**src/rtl/pidc_pkg.sv**
```systemverilog
package pidc_pkg;

  localparam int CFG_IDX_W  = 3;
  localparam int CFG_DATA_W = 31;

  localparam logic [23:0] PROP_GAIN_RST    = 24'd7864;
  localparam logic [23:0] INTEG_GAIN_RST   = 24'd22938;
  localparam logic [23:0] DERIV_GAIN_RST   = 24'd98;
  localparam logic [30:0] INTEG_LIMIT_RST  = 31'd13107;
  localparam logic [30:0] DRIVE_LIMIT_RST  = 31'd22938;
  localparam logic [23:0] FILTER_OMEGA_RST = 24'd643398;

  typedef enum logic [CFG_IDX_W-1:0] {
    REG_PROP_GAIN    = 3'd0,
    REG_INTEG_GAIN   = 3'd1,
    REG_DERIV_GAIN   = 3'd2,
    REG_INTEG_LIMIT  = 3'd3,
    REG_DRIVE_LIMIT  = 3'd4,
    REG_FILTER_OMEGA = 3'd5
  } reg_idx_t;

  typedef struct packed {
    logic               op;
    logic signed [31:0] target;
    logic signed [31:0] sensed;
    logic        [23:0] step_time;
    logic               integrate_enable;
  } in_item_t;

  typedef struct packed {
    logic signed [31:0] drive;
    logic signed [31:0] tracking_error;
    logic signed [31:0] integral_term;
  } out_item_t;

  typedef struct packed {
    logic [23:0] prop_gain;
    logic [23:0] integ_gain;
    logic [23:0] deriv_gain;
    logic [30:0] integ_limit;
    logic [30:0] drive_limit;
    logic [23:0] filter_omega;
  } cfg_t;

  typedef struct packed {
    logic is_clear;
    logic dt_zero;
    logic integ;
    logic omega_zero;
    logic seeded;
    logic acc_zero;
  } stat_t;

  typedef enum logic [4:0] {
    DC_NONE,
    DC_LOAD,
    DC_CLEAR,
    DC_SEED,
    DC_MUL_DIFF,
    DC_DERIV,
    DC_MUL_DLO,
    DC_MUL_DHI,
    DC_FSUM,
    DC_FUPD,
    DC_MUL_KI,
    DC_PSHIFT,
    DC_MUL_PLO,
    DC_MUL_PHI,
    DC_ISUM,
    DC_IUPD,
    DC_MUL_DEC,
    DC_DEC,
    DC_MUL_KP,
    DC_KPTERM,
    DC_MUL_KDLO,
    DC_MUL_KDHI,
    DC_KDSUM,
    DC_USUM,
    DC_DRIVE,
    DC_OUT
  } dp_cmd_t;

  typedef enum logic [4:0] {
    S_IDLE,
    S_BRANCH,
    S_CLEAR,
    S_SEED,
    S_M_DIFF,
    S_DERIV,
    S_M_DLO,
    S_M_DHI,
    S_FSUM,
    S_FUPD,
    S_M_KI,
    S_PSHIFT,
    S_M_PLO,
    S_M_PHI,
    S_ISUM,
    S_IUPD,
    S_M_DEC,
    S_DEC,
    S_M_KP,
    S_KPTERM,
    S_M_KDLO,
    S_M_KDHI,
    S_KDSUM,
    S_USUM,
    S_DRIVE,
    S_OUT
  } ctrl_state_t;

endpackage

```
**src/rtl/pidc_regs.sv**
```systemverilog
module pidc_regs
  import pidc_pkg::*;
(
  input  logic                  clk,
  input  logic                  rst,
  input  logic                  cfg_we,
  input  logic [CFG_IDX_W-1:0]  cfg_index,
  input  logic [CFG_DATA_W-1:0] cfg_data,
  output cfg_t                  cfg
);

  always_ff @(posedge clk) begin
    if (rst) begin
      cfg.prop_gain    <= PROP_GAIN_RST;
      cfg.integ_gain   <= INTEG_GAIN_RST;
      cfg.deriv_gain   <= DERIV_GAIN_RST;
      cfg.integ_limit  <= INTEG_LIMIT_RST;
      cfg.drive_limit  <= DRIVE_LIMIT_RST;
      cfg.filter_omega <= FILTER_OMEGA_RST;
    end else if (cfg_we) begin
      case (cfg_index)
        REG_PROP_GAIN:    cfg.prop_gain    <= cfg_data[23:0];
        REG_INTEG_GAIN:   cfg.integ_gain   <= cfg_data[23:0];
        REG_DERIV_GAIN:   cfg.deriv_gain   <= cfg_data[23:0];
        REG_INTEG_LIMIT:  cfg.integ_limit  <= cfg_data[30:0];
        REG_DRIVE_LIMIT:  cfg.drive_limit  <= cfg_data[30:0];
        REG_FILTER_OMEGA: cfg.filter_omega <= cfg_data[23:0];
        default: begin
        end
      endcase
    end
  end

endmodule

```
**config.mk**
```make
export PLATFORM = sky130hd
export DESIGN_NAME = pidc_regs
export DESIGN_NICKNAME = d
export VERILOG_FILES = /design/src/rtl/pidc_pkg.sv /design/src/rtl/pidc_regs.sv
export SDC_FILE = /design/constraint.sdc
export NUM_CORES = 1
export LEC_CHECK = 0
export BUFFER_PORTS_ARGS = -buffer_cell sky130_fd_sc_hd__buf_2
export CORE_MARGIN = 1
export CORE_UTILIZATION = 44
export CTS_CLUSTER_SIZE = 10
export DETAILED_ROUTE_END_ITERATION = 7
export PLACE_DENSITY = 0.7
export SYNTH_ARGS = -nofsm -noshare
export SYNTH_HDL_FRONTEND = slang
export SYNTH_SLANG_ARGS = --single-unit
```
**constraint.sdc**
```tcl
create_clock -name clk -period 2.1 [get_ports clk]
set_input_delay 0.63 -clock clk [delete_from_list [all_inputs] [get_ports clk]]
set_output_delay 0.63 -clock clk [all_outputs]
set_load 0.005 [all_outputs]
```
* Yosys cells after proc, flatten, opt, wreduce, memory -nomap -nowiden
Cells that the tools add are included.
W data, S select, Z words.
** Operators by class
- Add/sub/neg operators :: 0
- $mul :: 0
- Divide/modulo/power cells :: 0
- Order comparisons :: 0
- Equality and inequality tests :: 5
- Shifts and indexed selects :: 0
- Multiplexer cells :: 0
- Bitwise gates (word level) :: 0
- Reduce and logical (&&, ||, !) cells :: 7
** Operators by type and width (number)
- $reduce_and A2 Y1 :: 6
- $eq A3 B2 Y1 const B :: 2
- $eq A3 B3 Y1 const B :: 2
- $eq A3 B1 Y1 const B :: 1
- $logic_not A3 Y1 :: 1
** Word-level totals
- Register bits after elaboration :: 158
- Latch bits :: 0
- RAM bits :: 0
- Bits in read-only memories :: 0
- Bits of input ports :: 37
- Output and inout bits :: 158
- Word-level logic and storage cells :: 18
- Memories :: 0

* Logic depth before layout (Yosys ltp)
- Word-level depth :: 2
- Mapped depth :: 6
- Gate-level depth less buffers :: 2

* Worst setup path before layout
OpenSTA, ideal clock, no wires.
- Path type :: input port to flip-flop
- Start point :: in cfg_index[0]
- End point :: reg cfg[151] (netlist name)
- Library setup time :: 0.124 ns
- Arrival time :: 1.664 ns
- Required time :: 1.976 ns
- Path slack :: 0.312 ns
- Stages on the path :: 5
- Buffers on the path :: 3
- Cells stage by stage :: buf_2 or4b_4 buf_6 buf_6 mux2i_1
** Between the ends
- Word-level cells in the longest chain between the ends :: 2
** RTL lines
- start, declared :: line pidc_regs.sv:7 : input logic [CFG_IDX_W-1:0] cfg_index,
- $logic_not A3 Y1 :: line pidc_regs.sv:21 : case (cfg_index)
- $reduce_and A2 Y1 (no line)
- end, declared :: line pidc_regs.sv:9 : output cfg_t cfg
Every way passes these cells.
A chain may end at the register's enable or synchronous reset.

* Worst setup path in the final report
- Start point :: reg cfg[36] (netlist name)
- End point :: out cfg[36] (netlist name)
No word-level cell between the ends.

==> summary by stage <==
Min path
In this run the worst hold path is classified as reg2reg.

Global routing
Entering global routing, the biggest net connects 42 pins. The via count of the first global-routing pass was 4,760. Summed over all layers, the global routing overflow is 0.

The global-route wire length before repair is 24,400 um. The combined global-route utilization of all metal layers is 21.9%. The number of antenna violations at the first check in global routing came to 1.

Synth
The post-synthesis sequential element count is 158. The number of warning messages in the yosys log is 0. The area of the mapped netlist is 6220 um^2. Summing the sequential cell areas from Yosys gives 50.8% of the chip area. The number of distinct library cells after synthesis is 15. The synthesized netlist net count is 617. Synthesis produced a netlist whose cell count is 580. Each instance of the synthesized netlist takes up on average 10.7 um^2.

Power and ir drop
The portion of total power attributed to sequential cells is 47.8%. Of the total power, the share spent switching nets is 23.1%. The design internal power is 0.00499 W. The net switching power figure is 0.00150 W. The overall power after layout is 0.00648 W. Power spread over the standard cell area amounts to 805 nW/um^2. The static leakage power is 4.06 nW. In this run, the combinational gates consume 7.0% of the power.

The share of total power dissipated in the clock network is 45.2%. The worst-case IR drop observed on VDD is 0.500 mV.

Clocking
The number of buffers added to fix hold violations after cts is 0. The clock-pin slew of the registers on the worst-case setup and hold paths is 0.06 ns. The clock latency on the worst-skew pair is 0.41 ns. The clock tree from TritonCTS is yes. The post-cts gate resize count is 0. In this run the number of H-tree levels came out at 4.

The clock net in this run drives a total of 158 sinks. The total clock buffers created by CTS is 17. The root buffer selected by CTS is clkbuf_16. In this run the post-CTS setup repair buffer count came out at 0. In this run the deepest clock path goes through 2 buffers.

Layout
The end-of-flow core utilization is 58.2%. The library cells used most frequently in the layout, excluding fill and tap cells, are buf_2 (193), mux2i_1 (158), dfxtp_1 (158). The register with the most flip-flops in the layout has 158 of them. The area added between synthesis and finish is 29.4%. In the final layout, the registers with the most flip-flops are cfg: 158 flops. The filler cells instantiated in the layout total 1,217.

The commonest non-fill, non-tap cell in the layout is buf_2. The number of diodes is 0. The final net count is 808. The finished cells cover 8050 um^2. The fraction of layout instances using a drive strength above 1 is 32.5%. The register with the highest flop count is cfg.

STA
The final max-slew violation count is 0. The final number of hold-violating endpoints is 0. The tightest hold path in the finished design has a slack of 0.470 ns. The shortest clock period the worst path allows after layout is 1.54 ns. The sum of negative setup slack is 0 ns. The post-route clock period utilization is 73.2%.

The final number of setup-violating endpoints is 0. Timing would allow up to 651 MHz. The slew at the pin closest to its max-slew limit is 0.401 ns. Setup repair after global routing left no endpoint under its margin. For the final database, setup skew stands at 0 ns. The worst pin sits at a relative slew slack of 73.1%.

Worst setup path
STA classifies the critical path startpoint as a flip-flop. The required time of the critical path is 1.47 ns. The largest fanout on the critical path is 2. The worst setup path is of the reg2out kind. The delay of the slowest cell on the worst path is 0.36 ns.

The worst path buffer plus inverter count is 1. The signal on the critical path passes through buf_2. The critical path endpoint category is an output pin. For the worst setup path, the data arrival time is 0.91 ns. In this design, the largest share of critical-path delay is due to flip-flops. The highest-delay cell along the critical path is dfxtp_1.

Floorplan
The die is 121 um wide. The initial utilization of the core area, before any placement, comes to 45.0%. The height of the die is 121 um. The region available for standard cell placement spans 13,800 um^2. Row generation in the floorplan step produced 43 rows. The I/O pin total is 195. The area of the die is 14,600 um^2.

Route
In this run, the number of DRC markers left after iteration 0 of detailed routing was 192. The first-pass iteration count of the detailed router is 4. The overall via count from detail_route is 4,660. In the routed design, unresolved DRC markers number 0.

The wire length per cell after detailed routing is 16.2 um. The via count normalized by instance count is 4.83. The routed design has 15,600 um of wire. The count of nets left with antenna violations once routing finished came out at 0.

Placement
The quantity of I/O buffers inserted on ports is 194. At the end of routability-driven placement, the weighted congestion stood at 0.785. The standard cell area after detailed placement is 7490 um^2. Detailed placement ended at an HPWL of 11,200 um.

Run
Max-cap violations in this run came to 0.

Outcome
The flow ran to the end, and the final reports show no timing, DRC or antenna violations.
## routing by layer
layer | global-route usage [%] | wire length (um)
met2 | 37.4 | 7730
met3 | 7.24 | 1090
met4 | 8.72 | 265
met1 | 25.1 | 6500
met5 | 0 | 0
## cell usage after synthesis
cell type | number | share of area (%)
nor4b_1 | 1 | 0.14
nand2b_1 | 145 | 15
buf_2 | 18 | 1.4
buf_1 | 1 | 0.060
nand4b_1 | 2 | 0.28
dfxtp_1 | 158 | 51
nand4bb_1 | 3 | 0.54
and4b_1 | 2 | 0.32
nor4bb_1 | 2 | 0.32
or4b_4 | 1 | 0.22
buf_4 | 2 | 0.24
mux2i_1 | 158 | 25
buf_6 | 3 | 0.54
clkbuf_1 | 22 | 1.3
nor2_1 | 62 | 3.7
## metrics by stage
step	instances	setup WS, ns
after floorplan	580	0.312
after global placement	932	0.298
after detailed placement	932	0.265
after CTS	964	0.545
after global routing	964	0.512
final	964	0.563
## power by group through the flow
stage / Sequential (W) / Clock, W / Combinational (W)
3_5_place_dp: 0.00316 / 0 / 0.000457
6_report: 0.00310 / 0.00293 / 0.000455
3_3_place_gp: 0.00316 / 0 / 0.000448
4_1_cts: 0.00310 / 0.00299 / 0.000460
2_1_floorplan: 0.00317 / 0 / 0.000254
5_1_grt: 0.00310 / 0.00315 / 0.000494
## cell type report
| type | count | area, um^2 | share of cell area (%) |
|---|---|---|---|
| clock buffers | 20 | 457 | 5.67 |
| well taps | 180 | 225 | 2.80 |
| multi-input cells | 376 | 2880 | 35.8 |
| clock inverters | 12 | 109 | 1.35 |
| repair buffers | 218 | 1220 | 15.1 |
| flip-flops and latches | 158 | 3160 | 39.3 |
## cell families after synthesis
logic type | count (synthesis) | synth area share (%)
AND/OR/NAND/NOR | 218 | 20.1
buffers and inverters | 46 | 3.62
flip-flops | 158 | 50.8
multiplexers | 158 | 25.4
## worst paths after layout
kind / from / to / slack (ns) / cells past startpoint
hold reg to reg: cfg[142] / cfg[142] / 0.47 / 2
setup / recovery: cfg[36] / cfg[36] / 0.56 / 1
hold / removal: cfg[142] / cfg[142] / 0.47 / 2
setup reg to reg: cfg[122] / cfg[122] / 1.44 / 2
No activity file was read; power rests on OpenSTA's default activity.
