### src/rtl/pidc_pkg.sv
package pidc_pkg;

  localparam int CFG_IDX_W  = 3;
  localparam int CFG_DATA_W = 31;

  localparam logic [23:0] PROP_GAIN_RST    = 24'd7864;
  localparam logic [23:0] INTEG_GAIN_RST   = 24'd22938;
  localparam logic [23:0] DERIV_GAIN_RST   = 24'd98;
  localparam logic [30:0] INTEG_LIMIT_RST  = 31'd13107;
  localparam logic [30:0] DRIVE_LIMIT_RST  = 31'd22938;
  localparam logic [23:0] FILTER_OMEGA_RST = 24'd643398;

  typedef enum logic [CFG_IDX_W-1:0] {
    REG_PROP_GAIN    = 3'd0,
    REG_INTEG_GAIN   = 3'd1,
    REG_DERIV_GAIN   = 3'd2,
    REG_INTEG_LIMIT  = 3'd3,
    REG_DRIVE_LIMIT  = 3'd4,
    REG_FILTER_OMEGA = 3'd5
  } reg_idx_t;

  typedef struct packed {
    logic               op;
    logic signed [31:0] target;
    logic signed [31:0] sensed;
    logic        [23:0] step_time;
    logic               integrate_enable;
  } in_item_t;

  typedef struct packed {
    logic signed [31:0] drive;
    logic signed [31:0] tracking_error;
    logic signed [31:0] integral_term;
  } out_item_t;

  typedef struct packed {
    logic [23:0] prop_gain;
    logic [23:0] integ_gain;
    logic [23:0] deriv_gain;
    logic [30:0] integ_limit;
    logic [30:0] drive_limit;
    logic [23:0] filter_omega;
  } cfg_t;

  typedef struct packed {
    logic is_clear;
    logic dt_zero;
    logic integ;
    logic omega_zero;
    logic seeded;
    logic acc_zero;
  } stat_t;

  typedef enum logic [4:0] {
    DC_NONE,
    DC_LOAD,
    DC_CLEAR,
    DC_SEED,
    DC_MUL_DIFF,
    DC_DERIV,
    DC_MUL_DLO,
    DC_MUL_DHI,
    DC_FSUM,
    DC_FUPD,
    DC_MUL_KI,
    DC_PSHIFT,
    DC_MUL_PLO,
    DC_MUL_PHI,
    DC_ISUM,
    DC_IUPD,
    DC_MUL_DEC,
    DC_DEC,
    DC_MUL_KP,
    DC_KPTERM,
    DC_MUL_KDLO,
    DC_MUL_KDHI,
    DC_KDSUM,
    DC_USUM,
    DC_DRIVE,
    DC_OUT
  } dp_cmd_t;

  typedef enum logic [4:0] {
    S_IDLE,
    S_BRANCH,
    S_CLEAR,
    S_SEED,
    S_M_DIFF,
    S_DERIV,
    S_M_DLO,
    S_M_DHI,
    S_FSUM,
    S_FUPD,
    S_M_KI,
    S_PSHIFT,
    S_M_PLO,
    S_M_PHI,
    S_ISUM,
    S_IUPD,
    S_M_DEC,
    S_DEC,
    S_M_KP,
    S_KPTERM,
    S_M_KDLO,
    S_M_KDHI,
    S_KDSUM,
    S_USUM,
    S_DRIVE,
    S_OUT
  } ctrl_state_t;

endpackage

### src/rtl/pidc_ctrl.sv
module pidc_ctrl
  import pidc_pkg::*;
(
  input  logic    clk,
  input  logic    rst,
  input  logic    req_valid,
  output logic    req_ready,
  output logic    rsp_valid,
  input  logic    rsp_ready,
  input  stat_t   stat,
  output dp_cmd_t cmd
);

  ctrl_state_t state;
  ctrl_state_t state_next;
  ctrl_state_t integ_entry;
  logic        out_valid;

  always_comb begin
    if (stat.integ) begin
      integ_entry = S_M_KI;
    end else if (!stat.acc_zero) begin
      integ_entry = S_M_DEC;
    end else begin
      integ_entry = S_M_KP;
    end
  end

  always_comb begin
    state_next = state;
    case (state)
      S_IDLE: begin
        if (req_valid) begin
          state_next = S_BRANCH;
        end
      end
      S_BRANCH: begin
        if (stat.is_clear) begin
          state_next = S_CLEAR;
        end else if (stat.dt_zero) begin
          state_next = S_OUT;
        end else if (stat.omega_zero || !stat.seeded) begin
          state_next = S_SEED;
        end else begin
          state_next = S_M_DIFF;
        end
      end
      S_CLEAR:  state_next = S_OUT;
      S_SEED:   state_next = integ_entry;
      S_M_DIFF: state_next = S_DERIV;
      S_DERIV:  state_next = S_M_DLO;
      S_M_DLO:  state_next = S_M_DHI;
      S_M_DHI:  state_next = S_FSUM;
      S_FSUM:   state_next = S_FUPD;
      S_FUPD:   state_next = integ_entry;
      S_M_KI:   state_next = S_PSHIFT;
      S_PSHIFT: state_next = S_M_PLO;
      S_M_PLO:  state_next = S_M_PHI;
      S_M_PHI:  state_next = S_ISUM;
      S_ISUM:   state_next = S_IUPD;
      S_IUPD:   state_next = S_M_KP;
      S_M_DEC:  state_next = S_DEC;
      S_DEC:    state_next = S_M_KP;
      S_M_KP:   state_next = S_KPTERM;
      S_KPTERM: state_next = S_M_KDLO;
      S_M_KDLO: state_next = S_M_KDHI;
      S_M_KDHI: state_next = S_KDSUM;
      S_KDSUM:  state_next = S_USUM;
      S_USUM:   state_next = S_DRIVE;
      S_DRIVE:  state_next = S_OUT;
      S_OUT: begin
        if (!out_valid || rsp_ready) begin
          state_next = S_IDLE;
        end
      end
      default: state_next = S_IDLE;
    endcase
  end

  always_comb begin
    cmd = DC_NONE;
    case (state)
      S_IDLE:   cmd = req_valid ? DC_LOAD : DC_NONE;
      S_CLEAR:  cmd = DC_CLEAR;
      S_SEED:   cmd = DC_SEED;
      S_M_DIFF: cmd = DC_MUL_DIFF;
      S_DERIV:  cmd = DC_DERIV;
      S_M_DLO:  cmd = DC_MUL_DLO;
      S_M_DHI:  cmd = DC_MUL_DHI;
      S_FSUM:   cmd = DC_FSUM;
      S_FUPD:   cmd = DC_FUPD;
      S_M_KI:   cmd = DC_MUL_KI;
      S_PSHIFT: cmd = DC_PSHIFT;
      S_M_PLO:  cmd = DC_MUL_PLO;
      S_M_PHI:  cmd = DC_MUL_PHI;
      S_ISUM:   cmd = DC_ISUM;
      S_IUPD:   cmd = DC_IUPD;
      S_M_DEC:  cmd = DC_MUL_DEC;
      S_DEC:    cmd = DC_DEC;
      S_M_KP:   cmd = DC_MUL_KP;
      S_KPTERM: cmd = DC_KPTERM;
      S_M_KDLO: cmd = DC_MUL_KDLO;
      S_M_KDHI: cmd = DC_MUL_KDHI;
      S_KDSUM:  cmd = DC_KDSUM;
      S_USUM:   cmd = DC_USUM;
      S_DRIVE:  cmd = DC_DRIVE;
      S_OUT:    cmd = (!out_valid || rsp_ready) ? DC_OUT : DC_NONE;
      default:  cmd = DC_NONE;
    endcase
  end

  always_ff @(posedge clk) begin
    if (rst) begin
      state     <= S_IDLE;
      out_valid <= 1'b0;
    end else begin
      state <= state_next;
      if (cmd == DC_OUT) begin
        out_valid <= 1'b1;
      end else if (rsp_ready) begin
        out_valid <= 1'b0;
      end
    end
  end

  assign req_ready = (state == S_IDLE);
  assign rsp_valid = out_valid;

  a_accept_branch: assert property (@(posedge clk) disable iff (rst)
    req_valid && req_ready |=> state == S_BRANCH)
    else $error("Accepted item did not start the sequence.");

  a_load_free: assert property (@(posedge clk) disable iff (rst)
    cmd == DC_OUT |-> !out_valid || rsp_ready)
    else $error("Result register overwritten while still held.");

  a_valid_source: assert property (@(posedge clk) disable iff (rst)
    $rose(out_valid) |-> $past(cmd == DC_OUT))
    else $error("Result valid raised without a result load.");

endmodule

### config.mk
export PLATFORM = sky130hd
export DESIGN_NAME = pidc_ctrl
export DESIGN_NICKNAME = d
export VERILOG_FILES = /design/src/rtl/pidc_pkg.sv /design/src/rtl/pidc_ctrl.sv
export SDC_FILE = /design/constraint.sdc
export NUM_CORES = 1
export LEC_CHECK = 0
export BUFFER_PORTS_ARGS = -buffer_cell sky130_fd_sc_hd__buf_4
export CAP_MARGIN = 20
export CORE_AREA = 2 2 39 41
export CTS_CLUSTER_SIZE = 12
export DETAILED_ROUTE_END_ITERATION = 10
export DIE_AREA = 0 0 41 43
export PLACE_DENSITY = 0.65
export SLEW_MARGIN = 30
export SYNTH_ARGS = -nofsm -noshare
export SYNTH_HDL_FRONTEND = slang
export SYNTH_SLANG_ARGS = --single-unit
export TNS_END_PERCENT = 30
### constraint.sdc
create_clock -name clk -period 4.3 [get_ports clk]
set_input_delay 0.645 -clock clk [delete_from_list [all_inputs] [get_ports clk]]
set_output_delay 0.645 -clock clk [all_outputs]
set_load 0.01 [all_outputs]
# After elaboration in Yosys (flattened, before gate mapping)
# Index checks and enable logic that the tools add are counted.
[word_totals]
regBits = 6
output_inout_bits = 7
wordCells = 53
[classes]
n_eq_ne = 28
n_mux = 13
reduce_logical = 10
[ops]
columns = ["cell", "count"]
rows = [
  ["5-bit one-hot mux with 25 select lines", 1],
  ["5-bit one-hot mux with 23 select lines", 1],
  ["5-bit equality test, second input constant", 11],
  ["5-bit by 4-bit equality test with 1-bit output, second input constant", 8],
  ["5-bit 2-to-1 mux", 6],
  ["5-bit by 3-bit equality test with 1-bit output, second input constant", 4],
  ["5-bit by 2-bit equality test with 1-bit output, second input constant", 2],
  ["2-bit OR reduction", 3],
  ["5-bit by 1-bit equality test with 1-bit output, second input constant", 1],
  ["5-bit zero test", 1],
  ["2-bit != test, second input constant", 2],
  ["1-bit 2-to-1 mux", 3],
  ["3-bit 2-to-1 mux", 1],
  ["1-bit zero test", 2],
  ["1-bit logical OR", 2],
  ["2-bit 2-to-1 mux", 1],
  ["2-bit AND reduction", 1],
  ["2-bit nonzero test", 1],
]

# Longest topological paths before layout
[depth]
depth_word = 6
mapped_depth = 5
ltp_nobuf = 4

# Worst setup path after synthesis
# Ideal clock, no wire load.
[synth_timing]
path_type = "reg2out"
start = "register state[2]"
end = "output port cmd[0]"
t_arrival_ns = 1.254
setup_slack_ns = 2.401
path_stages_with_launch = 5
cell_sequence = "dfxtp_1 > or4_4 > nor2_1 > nand2_1 > o31ai_1"
[synth_via]
elab_chain_cells = 2
elab_cells_between_ends = 26
[synth_rtl]
columns = ["item", "line_no", "text"]
rows = [
  ["start, declared", "pidc_ctrl.sv:14", "ctrl_state_t state;"],
  ["start signal, assigned", "pidc_ctrl.sv:117", "state <= state_next;"],
  ["5-bit zero test", "-", ""],
  ["via req_ready", "pidc_ctrl.sv:7", "output logic req_ready,"],
  ["5-bit one-hot mux with 25 select lines", "pidc_ctrl.sv:82", "case (state)"],
  ["end, declared", "pidc_ctrl.sv:11", "output dp_cmd_t cmd"],
]
# The timed path passes the listed nets, and every way through them passes these cells.

# Worst setup path after layout
[layout_timing]
start = "register state[3]"
end = "output port cmd[0]"
[layout_via]
elab_chain_cells = 2
elab_cells_between_ends = 26
[layout_rtl]
columns = ["item", "line_no"]
rows = [
  ["5-bit equality test (tied with other cells)", "pidc_ctrl.sv:82"],
  ["5-bit one-hot mux with 25 select lines (*)", "pidc_ctrl.sv:82"],
]
# Mark *: on every way between the ends. The rest lies on a longest branch, timed or not.

==> results.cfg <==
[clock_network]
h-tree-depth = 1
ctsResizeCount = 0
numCtsBuffers = 3
cts_tree = built
path_clk_slew_ns = 0.04
clock-sinks = 6
clockBufferDepth = 2
cts-root-buf = clkbuf_4
cts_setup_buffers = 0
clk_latency_ns = 0.23
hold_buffers = 0

[job]
cap_violations = 0

[final_layout]
layout.nets = 104
final_common_cell = buf_4
design_area_sq_um = 677
area_growth_pct = 27.0
layout-drive-gt1-share = 0.239
final_cell_mix = buf_4 (16), nor2_1 (10), nand2_1 (7), dfxtp_1 (6)
stdcell_count = 108
antenna_cells = 0

[synth]
syn_area_sq_um = 533
synth.distinct_cells = 30
ys_seq_area_frac = 0.225
yosysTopAreaCell = dfxtp_1
synth_top_area_share = 0.225
synthTopCellsByArea = dfxtp_1 (23%), nor2_1 (7.0%), nand2_1 (4.9%), a21oi_1 (4.7%), nor2b_1 (4.7%)
avgSynthCellArea_sq_um = 6.83
ys_ff_latch = 6
syn_nets = 88
yosysWarnings = 0
synthCells = 78

[grt]
grt_pass1_vias = 507
antenna_found_initial = 0
overflow = 0
grt_max_degree = 18
grt_usage = 0.179
grt_pass1_wl_microns = 2170

[sta]
tightest_slew_ns = 0.490
setup-tns-final_ns = 0
final_hold_viol_count = 0
max_freq_mhz = 429
fin_crit_ns = 2.33
finClkSkew_ns = 0.00120
fin_crit_sh = 0.542
setup-violations-final = 0
rsz0062_at_grt = false
slew_viol_final = 0
slew-limit-headroom = 0.671

[critical_path]
timing.rr.end = state[0]
max_stage_delay_ns = 0.58
crit_path_cell_trace = or4_4 > nor2_1 > nand2_1 > o31ai_1 > buf_4
end_kind = output pin
worstPathMaxFanout = 17
crit_required_ns = 3.65
timing.rr.start = state[3]
slowest_stage = or4_4
r2r_cells = 4
critPathKind = flop to output pin
start_kind = flop
worstSetupStartpoint = state[3]
worst-r2r-setup-slack_ns = 2.61
worstPathArrival_ns = 1.68

[die]
num_rows = 14
start_util = 0.385
dieArea_sq_um = 1760
ios = 17
core_sq_um = 1380
fp.dieH_microns = 43
die_width_microns = 41

[placed_design]
dp_cells = 105
dp_hpwl_microns = 924
dpl_cell_area_sq_um = 654
place.port_buffers = 16
place_congestion = 0.824

[routing]
drtIter0Drc = 12
remaining_drc_errors = 0
num_vias = 609
totalWireLength_microns = 1260
avgRoutedWirePerCell_microns = 11.7
drtPass1Iterations = 4
vias_per_cell = 5.64
ant_nets = 0

[min_path]
holdPathEnd = state[0]
hold_class = primary input to flop
worstHoldStart = rst
worstHoldPathCells = 2

[pwr]
report.power.total_mw = 0.414
peakVddDrop_mv = 0.338
p_leak_nw = 0.271
power.density_nw_per_um2 = 612

[run_status]
status = complete, no violations
per-layer routing:
metal  track usage  up-vias  routed length [microns]
met5             0        -                        0
met3        0.0314        0                       36
met4         0.100        0                        0
met2         0.231        9                      582
met1         0.269      281                      644
li1              -      319                        -
state kept, by name (all words and copies together), names as in the netlist:
name / flops
rsp_valid: 1
state: 5
cell families after synthesis:
family                 after synthesis  share of synthesized area
AO/OA/AOI/OAI                       26                      0.317
buffers and inverters                6                     0.0423
multiplexers                         1                     0.0211
flip-flops                           6                      0.225
AND/OR/NAND/NOR                     39                      0.394
layout make-up:
| type | count | area (sq um) |
|---|---|---|
| multi-input combinational | 66 | 390 |
| clock buffer | 3 | 22.5 |
| sequential | 6 | 120 |
| fill | 143 | 707 |
| timing repair buffer | 16 | 120 |
| inverter | 1 | 3.75 |
| tap | 16 | 20.0 |
power by group:
group | internal [mW] | switching, mW
clock network | 0.0314 | 0.0171
registers | 0.0733 | 0.0608
logic | 0.123 | 0.109
synth_stat cells:
master and number:
a211oi_1 3, a21boi_0 2, a21o_1 1, a21oi_1 5, a22oi_1 1, a31oi_1 3
and2_1 2, and4b_1 1, clkbuf_1 5, dfxtp_1 6, inv_1 1, mux2_2 1
nand2_1 7, nand2b_1 3, nand3_1 3, nand3b_1 1, nor2_1 10, nor2b_1 4
nor3_1 3, nor3b_1 1, o2111ai_1 1, o211ai_1 1, o21ai_0 5, o21bai_1 1
o31ai_1 2, o41ai_1 1, or3_1 1, or4_1 1, or4_4 1, or4b_2 1
worst max-delay path by stage:
stage,slack [ns],depth (start not counted),to
after global routing,1.86,5,cmd[0]
after floorplan,2.40,4,cmd[0]
after CTS,1.96,5,cmd[0]
after detailed placement,2.23,5,cmd[0]
final,1.97,5,cmd[0]
after global placement,2.24,5,cmd[0]
worst max-delay path, delay by kind of cell (launching register included):
family | cells | cell delay (ns)
compound gates | 1 | 0.06
flops | 1 | 0.45
simple gates | 3 | 0.78
buf+inv | 1 | 0.16
per-stage QoR:
step                       util  worst slack [ns]  hold slack, ns
after floorplan               -              2.40           0.591
after global routing      0.489              1.86           0.638
after global placement    0.473              2.24           0.655
after detailed placement  0.473              2.23           0.679
final                     0.489              1.97           0.643
after CTS                 0.489              1.96           0.641
(Power assumes the default switching activity.)
